### config.mk
export PLATFORM = sky130hd
export DESIGN_NAME = prefix_expression_evaluator
export DESIGN_NICKNAME = d
export VERILOG_FILES = /design/src/rtl/pee_pkg.sv /design/src/rtl/prefix_expression_evaluator.sv /design/src/rtl/pee_div.sv /design/src/rtl/pee_ctrl.sv /design/src/rtl/pee_dp.sv
export SDC_FILE = /design/constraint.sdc
export NUM_CORES = 2
export LEC_CHECK = 0
export BUFFER_PORTS_ARGS = -buffer_cell sky130_fd_sc_hd__buf_2
export CORE_UTILIZATION = 32
export CTS_CLUSTER_DIAMETER = 80
export DETAILED_ROUTE_END_ITERATION = 16
export PLACE_DENSITY_LB_ADDON = 0.1
export SLEW_MARGIN = 25
export SYNTH_ARGS = -nofsm -noshare
export SYNTH_HDL_FRONTEND = slang
export SYNTH_SLANG_ARGS = --single-unit
### constraint.sdc
create_clock -name clk -period 12.83 [get_ports clk]
set_input_delay 3.2075 -clock clk [delete_from_list [all_inputs] [get_ports clk]]
set_output_delay 3.2075 -clock clk [all_outputs]
set_load 0.1 [all_outputs]
### src/rtl/pee_pkg.sv
// Shared types and constants for the prefix expression evaluator.
`default_nettype none
package pee_pkg;

  localparam logic [7:0] CH_ZERO  = 8'h30;
  localparam logic [7:0] CH_NINE  = 8'h39;
  localparam logic [7:0] CH_SPACE = 8'h20;
  localparam logic [7:0] CH_ADD   = 8'h2B;
  localparam logic [7:0] CH_SUB   = 8'h2D;
  localparam logic [7:0] CH_MUL   = 8'h2A;
  localparam logic [7:0] CH_DIV   = 8'h2F;

  localparam logic [2:0] ST_OK        = 3'd0;
  localparam logic [2:0] ST_OVERFLOW  = 3'd1;
  localparam logic [2:0] ST_UNDERFLOW = 3'd2;
  localparam logic [2:0] ST_DIVZERO   = 3'd3;
  localparam logic [2:0] ST_BADOP     = 3'd4;
  localparam logic [2:0] ST_BADDEPTH  = 3'd5;

  typedef struct packed {
    logic [7:0] ch;
    logic       last;
  } in_t;

  typedef struct packed {
    logic signed [31:0] value;
    logic [2:0]         status;
  } out_t;

  typedef enum logic [3:0] {
    S_IDLE,
    S_DECODE,
    S_RD1,
    S_RD2,
    S_EXEC,
    S_DIV,
    S_FIN,
    S_LOAD,
    S_EMIT
  } state_t;

  typedef struct packed {
    logic       in_load;
    logic       push;
    logic       err_set;
    logic [2:0] err_code;
    logic       rd_top;
    logic       rd_next;
    logic       cap_left;
    logic       cap_right;
    logic       alu_wb;
    logic       div_start;
    logic       div_wb;
    logic       fin_load;
    logic       emit;
  } cmd_t;

  typedef struct packed {
    logic last;
    logic err_pend;
    logic is_digit;
    logic is_space;
    logic full;
    logic lt2;
    logic op_add;
    logic op_sub;
    logic op_mul;
    logic op_div;
    logic right_zero;
    logic div_done;
    logic out_busy;
  } sts_t;

endpackage
`default_nettype wire

### src/rtl/prefix_expression_evaluator.sv
// Top level of the prefix expression evaluator: controller, datapath and checks.
//
// Feed an expression one ASCII character per input beat, last character first,
// with last set on the final character. Digits push, a space is skipped, and
// + - * / pop two operands (first popped is the left operand) and push the result.
// One output beat follows each beat marked last: value and status
// (0 ok, 1 overflow, 2 underflow, 3 divide by zero, 4 bad operator, 5 bad depth).
// The first error sticks until the expression ends.
// States per input beat, from idle, following the controller sequence and the stack RAM port:
//   digit, space, operator on a short stack or error pending: idle, decode, finish;
//   other characters: idle, decode, read top, read next, execute, then for / a divide
//   (32-step radix-2 divider, skipped on a zero divisor), finish. A beat marked last
//   adds load and emit; the output beat is presented in the cycle the input reopens.
// in_stall is high from the accept until the character is fully processed.
// A finished result waits in the output register while the next expression
// enters; if the register is still occupied at emit time, the block holds.
// Reset (rst, synchronous) empties the stack and clears the error and output valid.
`default_nettype none
module prefix_expression_evaluator #(
  parameter int STACK_DEPTH = 64
) (
  input  wire logic          clk,
  input  wire logic          rst,
  input  wire logic          in_valid,
  output logic               in_stall,
  input  wire pee_pkg::in_t  in_data,
  output logic               out_valid,
  input  wire logic          out_stall,
  output pee_pkg::out_t      out_data
);

  pee_pkg::cmd_t cmd;
  pee_pkg::sts_t sts;

  pee_ctrl u_ctrl (
    .clk      (clk),
    .rst      (rst),
    .in_valid (in_valid),
    .sts      (sts),
    .in_stall (in_stall),
    .cmd      (cmd)
  );

  pee_dp #(
    .STACK_DEPTH (STACK_DEPTH)
  ) u_dp (
    .clk       (clk),
    .rst       (rst),
    .in_data   (in_data),
    .cmd       (cmd),
    .out_stall (out_stall),
    .sts       (sts),
    .out_valid (out_valid),
    .out_data  (out_data)
  );

  a_busy_after_accept: assert property (@(posedge clk) disable iff (rst)
    (in_valid && !in_stall) |=> in_stall)
    else $error("input accepted while previous beat still in flight");

  a_single_write: assert property (@(posedge clk) disable iff (rst)
    $onehot0({cmd.push, cmd.alu_wb, cmd.div_wb}))
    else $error("more than one stack write in a cycle");

  a_emit_valid: assert property (@(posedge clk) disable iff (rst)
    cmd.emit |=> out_valid)
    else $error("emitted result not presented");

  a_emit_free: assert property (@(posedge clk) disable iff (rst)
    (out_valid && out_stall) |-> !cmd.emit)
    else $error("result emitted over a stalled beat");

endmodule
`default_nettype wire

### src/rtl/pee_div.sv
// Iterative signed 32-bit divider, one quotient bit per cycle, truncating toward zero.
`default_nettype none
module pee_div (
  input  wire logic        clk,
  input  wire logic        rst,
  input  wire logic        start,
  input  wire logic [31:0] dividend,
  input  wire logic [31:0] divisor,
  output logic             done,
  output logic [31:0]      quotient
);

  logic        busy;
  logic [4:0]  step;
  logic [31:0] rem;
  logic [31:0] quo;
  logic [31:0] dvs;
  logic        neg;
  logic [32:0] rem_sh;
  logic [32:0] diff;

  assign rem_sh = {rem, quo[31]};
  assign diff   = rem_sh - {1'b0, dvs};

  always_ff @(posedge clk) begin
    if (rst) begin
      busy <= 1'b0;
      done <= 1'b0;
      step <= '0;
    end else begin
      done <= 1'b0;
      if (start) begin
        busy <= 1'b1;
        step <= '0;
      end else if (busy) begin
        step <= step + 5'd1;
        if (step == 5'd31) begin
          busy <= 1'b0;
          done <= 1'b1;
        end
      end
    end
  end

  always_ff @(posedge clk) begin
    if (start) begin
      rem <= '0;
      quo <= dividend[31] ? (32'd0 - dividend) : dividend;
      dvs <= divisor[31] ? (32'd0 - divisor) : divisor;
      neg <= dividend[31] ^ divisor[31];
    end else if (busy) begin
      if (!diff[32]) begin
        rem <= diff[31:0];
        quo <= {quo[30:0], 1'b1};
      end else begin
        rem <= rem_sh[31:0];
        quo <= {quo[30:0], 1'b0};
      end
    end
  end

  assign quotient = neg ? (32'd0 - quo) : quo;

endmodule
`default_nettype wire

### src/rtl/pee_ctrl.sv
// Controller state machine: sequences decode, stack reads, execute, divide and result emit.
`default_nettype none
module pee_ctrl (
  input  wire logic          clk,
  input  wire logic          rst,
  input  wire logic          in_valid,
  input  wire pee_pkg::sts_t sts,
  output logic               in_stall,
  output pee_pkg::cmd_t      cmd
);

  pee_pkg::state_t state;
  pee_pkg::state_t state_next;

  always_ff @(posedge clk) begin
    if (rst) begin
      state <= pee_pkg::S_IDLE;
    end else begin
      state <= state_next;
    end
  end

  always_comb begin
    state_next = state;
    unique case (state)
      pee_pkg::S_IDLE: begin
        if (in_valid) state_next = pee_pkg::S_DECODE;
      end
      pee_pkg::S_DECODE: begin
        if (sts.err_pend || sts.is_digit || sts.is_space || sts.lt2) begin
          state_next = pee_pkg::S_FIN;
        end else begin
          state_next = pee_pkg::S_RD1;
        end
      end
      pee_pkg::S_RD1: state_next = pee_pkg::S_RD2;
      pee_pkg::S_RD2: state_next = pee_pkg::S_EXEC;
      pee_pkg::S_EXEC: begin
        if (sts.op_div && !sts.right_zero) begin
          state_next = pee_pkg::S_DIV;
        end else begin
          state_next = pee_pkg::S_FIN;
        end
      end
      pee_pkg::S_DIV: begin
        if (sts.div_done) state_next = pee_pkg::S_FIN;
      end
      pee_pkg::S_FIN: begin
        state_next = sts.last ? pee_pkg::S_LOAD : pee_pkg::S_IDLE;
      end
      pee_pkg::S_LOAD: state_next = pee_pkg::S_EMIT;
      pee_pkg::S_EMIT: begin
        if (!sts.out_busy) state_next = pee_pkg::S_IDLE;
      end
      default: state_next = pee_pkg::S_IDLE;
    endcase
  end

  always_comb begin
    cmd = '0;
    in_stall = (state != pee_pkg::S_IDLE);
    unique case (state)
      pee_pkg::S_IDLE: cmd.in_load = in_valid;
      pee_pkg::S_DECODE: begin
        if (!sts.err_pend) begin
          if (sts.is_digit) begin
            if (sts.full) begin
              cmd.err_set  = 1'b1;
              cmd.err_code = pee_pkg::ST_OVERFLOW;
            end else begin
              cmd.push = 1'b1;
            end
          end else if (!sts.is_space) begin
            if (sts.lt2) begin
              cmd.err_set  = 1'b1;
              cmd.err_code = pee_pkg::ST_UNDERFLOW;
            end else begin
              cmd.rd_top = 1'b1;
            end
          end
        end
      end
      pee_pkg::S_RD1: begin
        cmd.cap_left = 1'b1;
        cmd.rd_next  = 1'b1;
      end
      pee_pkg::S_RD2: cmd.cap_right = 1'b1;
      pee_pkg::S_EXEC: begin
        if (sts.op_add || sts.op_sub || sts.op_mul) begin
          cmd.alu_wb = 1'b1;
        end else if (sts.op_div) begin
          if (sts.right_zero) begin
            cmd.err_set  = 1'b1;
            cmd.err_code = pee_pkg::ST_DIVZERO;
          end else begin
            cmd.div_start = 1'b1;
          end
        end else begin
          cmd.err_set  = 1'b1;
          cmd.err_code = pee_pkg::ST_BADOP;
        end
      end
      pee_pkg::S_DIV: cmd.div_wb = sts.div_done;
      pee_pkg::S_FIN: ;
      pee_pkg::S_LOAD: cmd.fin_load = 1'b1;
      pee_pkg::S_EMIT: cmd.emit = !sts.out_busy;
      default: ;
    endcase
  end

endmodule
`default_nettype wire

### src/rtl/pee_dp.sv
// Datapath: operand stack memory, ALU, divider, error register and output register.
`default_nettype none
module pee_dp #(
  parameter int STACK_DEPTH = 64
) (
  input  wire logic          clk,
  input  wire logic          rst,
  input  wire pee_pkg::in_t  in_data,
  input  wire pee_pkg::cmd_t cmd,
  input  wire logic          out_stall,
  output pee_pkg::sts_t      sts,
  output logic               out_valid,
  output pee_pkg::out_t      out_data
);

  localparam int AW = (STACK_DEPTH > 1) ? $clog2(STACK_DEPTH) : 1;
  localparam int CW = $clog2(STACK_DEPTH + 1);

  logic [31:0]   mem [STACK_DEPTH];
  logic [31:0]   rdata;
  logic [AW-1:0] raddr;
  logic          mem_we;
  logic [AW-1:0] waddr;
  logic [31:0]   wdata;

  logic [CW-1:0] count;
  logic [CW-1:0] cnt_m1;
  logic [CW-1:0] cnt_m2;
  logic [2:0]    err;
  pee_pkg::in_t  cur;
  logic [31:0]   left;
  logic [31:0]   right;
  logic [31:0]   alu_res;
  logic [31:0]   fval;
  logic [2:0]    fstat;
  logic          div_done;
  logic [31:0]   div_q;

  assign cnt_m1 = count - CW'(1);
  assign cnt_m2 = count - CW'(2);

  pee_div u_div (
    .clk      (clk),
    .rst      (rst),
    .start    (cmd.div_start),
    .dividend (left),
    .divisor  (right),
    .done     (div_done),
    .quotient (div_q)
  );

  always_comb begin
    if (cmd.rd_next) begin
      raddr = cnt_m2[AW-1:0];
    end else if (cmd.rd_top) begin
      raddr = cnt_m1[AW-1:0];
    end else begin
      raddr = '0;
    end
  end

  always_comb begin
    case (cur.ch)
      pee_pkg::CH_ADD: alu_res = left + right;
      pee_pkg::CH_SUB: alu_res = left - right;
      default:         alu_res = left * right;
    endcase
  end

  assign mem_we = cmd.push || cmd.alu_wb || cmd.div_wb;
  assign waddr  = cmd.push ? count[AW-1:0] : cnt_m2[AW-1:0];
  always_comb begin
    if (cmd.push) begin
      wdata = {28'd0, cur.ch[3:0]};
    end else if (cmd.div_wb) begin
      wdata = div_q;
    end else begin
      wdata = alu_res;
    end
  end

  always_ff @(posedge clk) begin
    if (mem_we) mem[waddr] <= wdata;
    rdata <= mem[raddr];
  end

  always_ff @(posedge clk) begin
    if (rst) begin
      count <= '0;
      err   <= pee_pkg::ST_OK;
    end else begin
      if (cmd.emit) begin
        count <= '0;
        err   <= pee_pkg::ST_OK;
      end else begin
        if (cmd.push) count <= count + CW'(1);
        if (cmd.alu_wb || cmd.div_wb) count <= cnt_m1;
        if (cmd.err_set) err <= cmd.err_code;
      end
    end
  end

  always_ff @(posedge clk) begin
    if (cmd.in_load) cur <= in_data;
    if (cmd.cap_left) left <= rdata;
    if (cmd.cap_right) right <= rdata;
    if (cmd.fin_load) begin
      if (err != pee_pkg::ST_OK) begin
        fstat <= err;
        fval  <= '0;
      end else if (count != CW'(1)) begin
        fstat <= pee_pkg::ST_BADDEPTH;
        fval  <= '0;
      end else begin
        fstat <= pee_pkg::ST_OK;
        fval  <= rdata;
      end
    end
  end

  always_ff @(posedge clk) begin
    if (rst) begin
      out_valid <= 1'b0;
    end else if (cmd.emit) begin
      out_valid <= 1'b1;
    end else if (!out_stall) begin
      out_valid <= 1'b0;
    end
  end

  always_ff @(posedge clk) begin
    if (cmd.emit) begin
      out_data.value  <= fval;
      out_data.status <= fstat;
    end
  end

  always_comb begin
    sts.last       = cur.last;
    sts.err_pend   = (err != pee_pkg::ST_OK);
    sts.is_digit   = (cur.ch >= pee_pkg::CH_ZERO) && (cur.ch <= pee_pkg::CH_NINE);
    sts.is_space   = (cur.ch == pee_pkg::CH_SPACE);
    sts.full       = (count >= CW'(STACK_DEPTH));
    sts.lt2        = (count < CW'(2));
    sts.op_add     = (cur.ch == pee_pkg::CH_ADD);
    sts.op_sub     = (cur.ch == pee_pkg::CH_SUB);
    sts.op_mul     = (cur.ch == pee_pkg::CH_MUL);
    sts.op_div     = (cur.ch == pee_pkg::CH_DIV);
    sts.right_zero = (right == 32'd0);
    sts.div_done   = div_done;
    sts.out_busy   = out_valid && out_stall;
  end

endmodule
`default_nettype wire

# == After elaboration in Yosys (flattened, before gate mapping) ==
# Memories as Yosys holds them, arrays and structs flattened. A register that Yosys moved wholly into a read port is not among the register bits.
# Index checks and enable logic that the tools add are counted.
# word_totals
in_bits,13
memories,1
mem_bits_rw,2048
elab_cells,139
output_inout_bits,37
reg_bits,262
# mem_list
name,depth,width,rd,rd_clocked_by_memory_dff,wr,line_no,rtl
u_dp.mem,64,32,1,1,1,pee_dp.sv:19,logic [31:0] mem [STACK_DEPTH];
# op_classes
n_reduce_logical,24
mul,1
bitwise_logic,2
order_cmp,4
n_addsub,10
n_eq_ne,19
n_mux,58
# op_table
op,n
$mux W32,7
$sub A1 B32 Y32 const A,3
$pmux W32 S2,1
$eq A8 B6 Y1 const B,5
$mux W4,9
$pmux W4 S9,1
$sub A33 B32 Y33,1
$add A32 B32 Y32,1
$logic_not A32 Y1,1
$mul A32 B32 Y32,1
$sub A32 B32 Y32,1
$mux W31,1
$mux W1,24
$mux W6,4
$eq A4 B3 Y1 const B,4
$mux W7,2
$mux W3,4
$eq A4 B2 Y1 const B,2
$ge A8 B6 Y1 const B,1
$le A8 B6 Y1 const B,1
$logic_or A1 B1 Y1,8
$pmux W4 S2,1
$add A7 B1 Y7 const B,1
$ge A7 B7 Y1 const B,1
23 further kinds,33

# == Depth between registers and ports, before layout ==
# logic_depth
depth_word,10
depth_mapped,28
mapped_depth_nobuf,26

# == Hierarchy ==
# Synthesis repeated with hierarchy kept, for this count alone.
# unflattened
cells_unflattened,7286
area_unflattened_um2,112047.5
# by_module_without_submodules
mod,area_per_inst_um2,instances,cells_each
pee_dp,103700.7,1,6292
pee_div,7876.3,1,931
pee_ctrl,470.5,1,63

# == Worst setup path before layout ==
# OpenSTA, ideal clock, no wires.
# synth_timing
path_kind,reg-to-reg
from,register u_dp.right[4]
to,"memory u_dp.mem[0][27], data pin"
slack_ns,2.822
setup_time_ns,0.722
path_stages_with_launch,27
n_path_buf,3
arrival_ns,9.286
path_cell_list,edfxtp_1 > clkbuf_1 > clkbuf_1 > clkbuf_1 > and2_1 > fa_1 > inv_1 > fa_1 > fa_1 > fa_1 > inv_1 > fa_1 > inv_1 > fa_1 > inv_1 > fa_1 > fa_1 > ha_1 > a21oi_1 > o21ai_0 > a31oi_1 > nand2_1 > o41ai_1 > xor2_1 > o21ai_0 > a21oi_1 > a211oi_1
# synth_between
elab_chain_cells,4
elab_cells_between_ends,6
classes_between,2 x add/sub; 1 x mul; 3 x mux
# synth_rtl
element,line_no,rtl
from (decl),pee_dp.sv:32,logic [31:0] right;
from (signal assigned),pee_dp.sv:106,if (cmd.cap_right) right <= rdata;
$mul A32 B32 Y32 (tied with other cells),pee_dp.sv:66,default: alu_res = left * right;
$pmux W32 S2 *,pee_dp.sv:63,case (cur.ch)
$mux W32 *,pee_dp.sv:75,end else if (cmd.div_wb) begin
$mux W32 *,pee_dp.sv:73,if (cmd.push) begin
via u_dp.wdata[27],pee_dp.sv:24,logic [31:0] wdata;
to (decl),pee_dp.sv:19,
# The timed path passes the listed nets; every way through them passes the cells marked *.

# == Final worst setup path ==
# layout_timing
from,register u_dp.right[14]
to,"memory u_dp.mem[23][30], data pin"
# The elaborated chain is that of the path after synthesis.

==> impl_metrics.toml <==
[setup_path]
worstSetupPathType = "reg -> reg"
cp_max_fo = 64
reg2reg_from = "u_dp.right[14]$_DFFE_PP_"
start_kind = "flip-flop"
cp-endpoint = "u_dp.mem[23][30]$_DFFE_PP_"
required_ns = 13.41
r2r_slack_ns = 3.95
rr_worst_depth = 22
endpoint_kind = "flip-flop"
cp-startpoint = "u_dp.right[14]$_DFFE_PP_"
crit_arrival_ns = 9.46
timing.rr.end = "u_dp.mem[23][30]$_DFFE_PP_"

[place]
gp_congestion = 0.843
port_buffers = 49
dpl-instance-area_mm2 = 0.118
hpwl_um = 223000
post-place-cells = 12400

[clock_network]
htree_levels = 5
cts_buffer_depth = 4
cts_sinks = 2342
insertion_delay_ns = 0.91
hold_buffers = 0
clk_pin_slew_ns = 0.06
ctsResizeCount = 0
cts_setup_buffers = 0
cts-root-buf = "clkbuf_16"
cts_tree = "yes"
cts_buffers = 284

[worst_hold_path]
hp-class = "reg -> reg"

[synthesis]
yosysWarnings = 0
synthArstFlopShare_pct = 0
yosysSeqAreaShare_pct = 62.6
synth_ff_type = "edfxtp_1"
synth_seq_cells = 2342
synth-edff-count = 2256
syn_nets = 8713
ys_types = 81
synthCells = 8092
avgSynthCellArea_um2 = 13.7
netlist_area_mm2 = 0.111

[global_route]
grt_start_max_net_pins = 150
grt_first_pass_wirelength_um = 527000
grt_usage_pct = 21.1
overflow = 0
antenna_found_initial = 36
grt_pass1_vias = 68700

[timing]
rsz0062_at_grt = "no"
setup_viol = 0
holdWs_ns = 0.416
final_max_slew_viol_count = 0
period_share_pct = 69.2
finClkSkew_ns = 0.0715
fin_crit_ns = 8.88
fmax_mhz = 113
slew_headroom_pct = 26.5
worst_pin_slew_ns = 1.10
setup_tns_ns = 0
hold_viol = 0

[floorplanning]
coreArea_mm2 = 0.344
die_h_um = 591
fp-row-count = 215
io_pins = 50
die-area_mm2 = 0.349
die_x_um = 591
start_util_pct = 32.3

[run]
drv_cap = 0

[routing]
antenna_left = 0
drt_iter0_drc = 5870
routed_via_density = 5.24
drt-pass1-iter-count = 5
wl_per_cell_um = 28.7
num_vias = 68000
wl_um = 372000
drc = 0

[final_layout]
final_area_mm2 = 0.127
layout.nets = 8794
syn2layout_area_growth_pct = 14.2
drive_gt1_share_pct = 12.4
fin_cells = 13000

[outcome]
status = "completed"
## metrics by stage
stage | setup slack (ns) | util, %
final | 3.95 | 36.8
after CTS | 3.87 | 36.8
after global routing | 3.43 | 36.8
after global placement | 3.89 | 34.2
after floorplan | 2.82 | -
after detailed placement | 3.88 | 34.2
## synthesized netlist by cell type, types with 16 or more instances
cell / number / share of area (%)
nand2b_1: 29 / 0.16
nor2_1: 205 / 0.69
o31ai_1: 51 / 0.35
nor4_1: 16 / 0.090
a211oi_1: 33 / 0.22
mux2i_1: 112 / 1.0
o21ai_0: 181 / 0.82
a21oi_1: 232 / 1.0
or4_1: 25 / 0.17
nand3_1: 422 / 1.9
and4_1: 17 / 0.13
a32oi_1: 75 / 0.59
or3_1: 27 / 0.15
ha_1: 198 / 2.2
buf_1: 36 / 0.12
xor2_1: 105 / 0.83
edfxtp_1: 2256 / 61
buf_4: 17 / 0.12
buf_2: 111 / 0.50
inv_1: 447 / 1.5
fa_1: 410 / 7.4
dfxtp_1: 86 / 1.6
a21o_1: 16 / 0.11
mux4_2: 232 / 4.7
nand4_1: 82 / 0.46
xnor2_1: 148 / 1.2
a22oi_1: 113 / 0.77
nor2b_1: 17 / 0.096
and2_1: 342 / 1.9
a221oi_1: 16 / 0.13
nor3_1: 40 / 0.18
clkbuf_1: 315 / 1.1
a31oi_1: 112 / 0.63
nand2_1: 1381 / 4.7
## layout by cell type, fill, tap and decap left out, types with 77 or more instances in the layout
cell type,count
a21oi_1,222
a22oi_1,112
a31oi_1,110
and2_1,342
buf_4,209
clkbuf_16,291
dfxtp_1,85
edfxtp_1,2256
fa_1,410
ha_1,198
inv_1,446
mux2i_1,112
mux4_2,232
nand2_1,1381
nand3_1,421
nand4_1,82
nor2_1,125
nor2_4,77
o21ai_0,175
xnor2_1,148
xor2_1,105
## routing by layer
metal / global-route usage [%] / vias to the layer above / share of wire (%)
li1: - / 29600 / -
met1: 29.9 / 36000 / 45
met2: 34.4 / 1984 / 47
met3: 2.84 / 428 / 5.7
met4: 4.86 / 2 / 2.3
met5: 0 / - / 0.0035
## sequential cells by signal (all words and copies together), names as in the netlist, 8 cells and up
signal,count
u_dp.cur,8
u_dp.fval,32
u_dp.left,32
u_dp.mem,2048
u_dp.out_data,35
u_dp.rdata,32
u_dp.right,32
u_dp.u_div.dvs,32
u_dp.u_div.quo,32
u_dp.u_div.rem,32
## how the worst min path moves through the flow
stage          cells after the start                       start  slack, ns                    endpoint
4_1_cts                            0     u_dp.fstat[0]$_DFFE_PP_       0.42  u_dp.out_data[0]$_DFFE_PP_
5_1_grt                            0  u_dp.fval[3]$_SDFFCE_PP0P_       0.43  u_dp.out_data[6]$_DFFE_PP_
3_5_place_dp                       0     u_dp.fstat[0]$_DFFE_PP_       0.40  u_dp.out_data[0]$_DFFE_PP_
2_1_floorplan                      0     u_dp.fstat[0]$_DFFE_PP_       0.40  u_dp.out_data[0]$_DFFE_PP_
6_report                           0     u_dp.fstat[0]$_DFFE_PP_       0.42  u_dp.out_data[0]$_DFFE_PP_
3_3_place_gp                       0  u_dp.fval[5]$_SDFFCE_PP0P_       0.40  u_dp.out_data[8]$_DFFE_PP_
## critical path, cell delays in order (launching register included)
cell       delay, ns
edfxtp_1        1.07
and2_1          0.27
fa_1            0.42
fa_1            0.52
inv_1           0.05
fa_1            0.56
fa_1            0.46
fa_1            0.54
inv_1           0.05
fa_1            0.45
fa_1            0.51
fa_1            0.44
ha_1            0.36
and3_1          0.23
nand3_1         0.11
a2111oi_0       0.53
o21ai_0         0.25
a211o_1         0.43
o21ai_0         0.29
xor2_1          0.19
a32oi_1         0.17
o21ai_4         0.10
buf_4           0.52
## final cells by class
type                       count  area [um^2]
antenna                       29         72.6
timing repair buffer         277         2160
clock buffer                 367         7640
fill                       32800       217000
multi-input combinational   4821        38800
clock inverter               132         1080
tap                         4557         5700
inverter                     447         1680
sequential                  2342        69500
## cells by family (layout without fill, tap and decap cells)
group / after synthesis / in the layout / share of synthesized area, %
simple gates: 2655 / 2655 / 11.0
compound gates: 961 / 961 / 5.64
fa+ha+maj: 608 / 608 / 9.64
flops: 2342 / 2342 / 62.6
xor+xnor: 253 / 253 / 2.00
mux: 344 / 344 / 5.72
buf+inv: 929 / 1223 / 3.34
other cells: 0 / 29 / 0
Power is not shown: default switching activity piles up to over one toggle a cycle in this logic, so the estimate is an artifact.
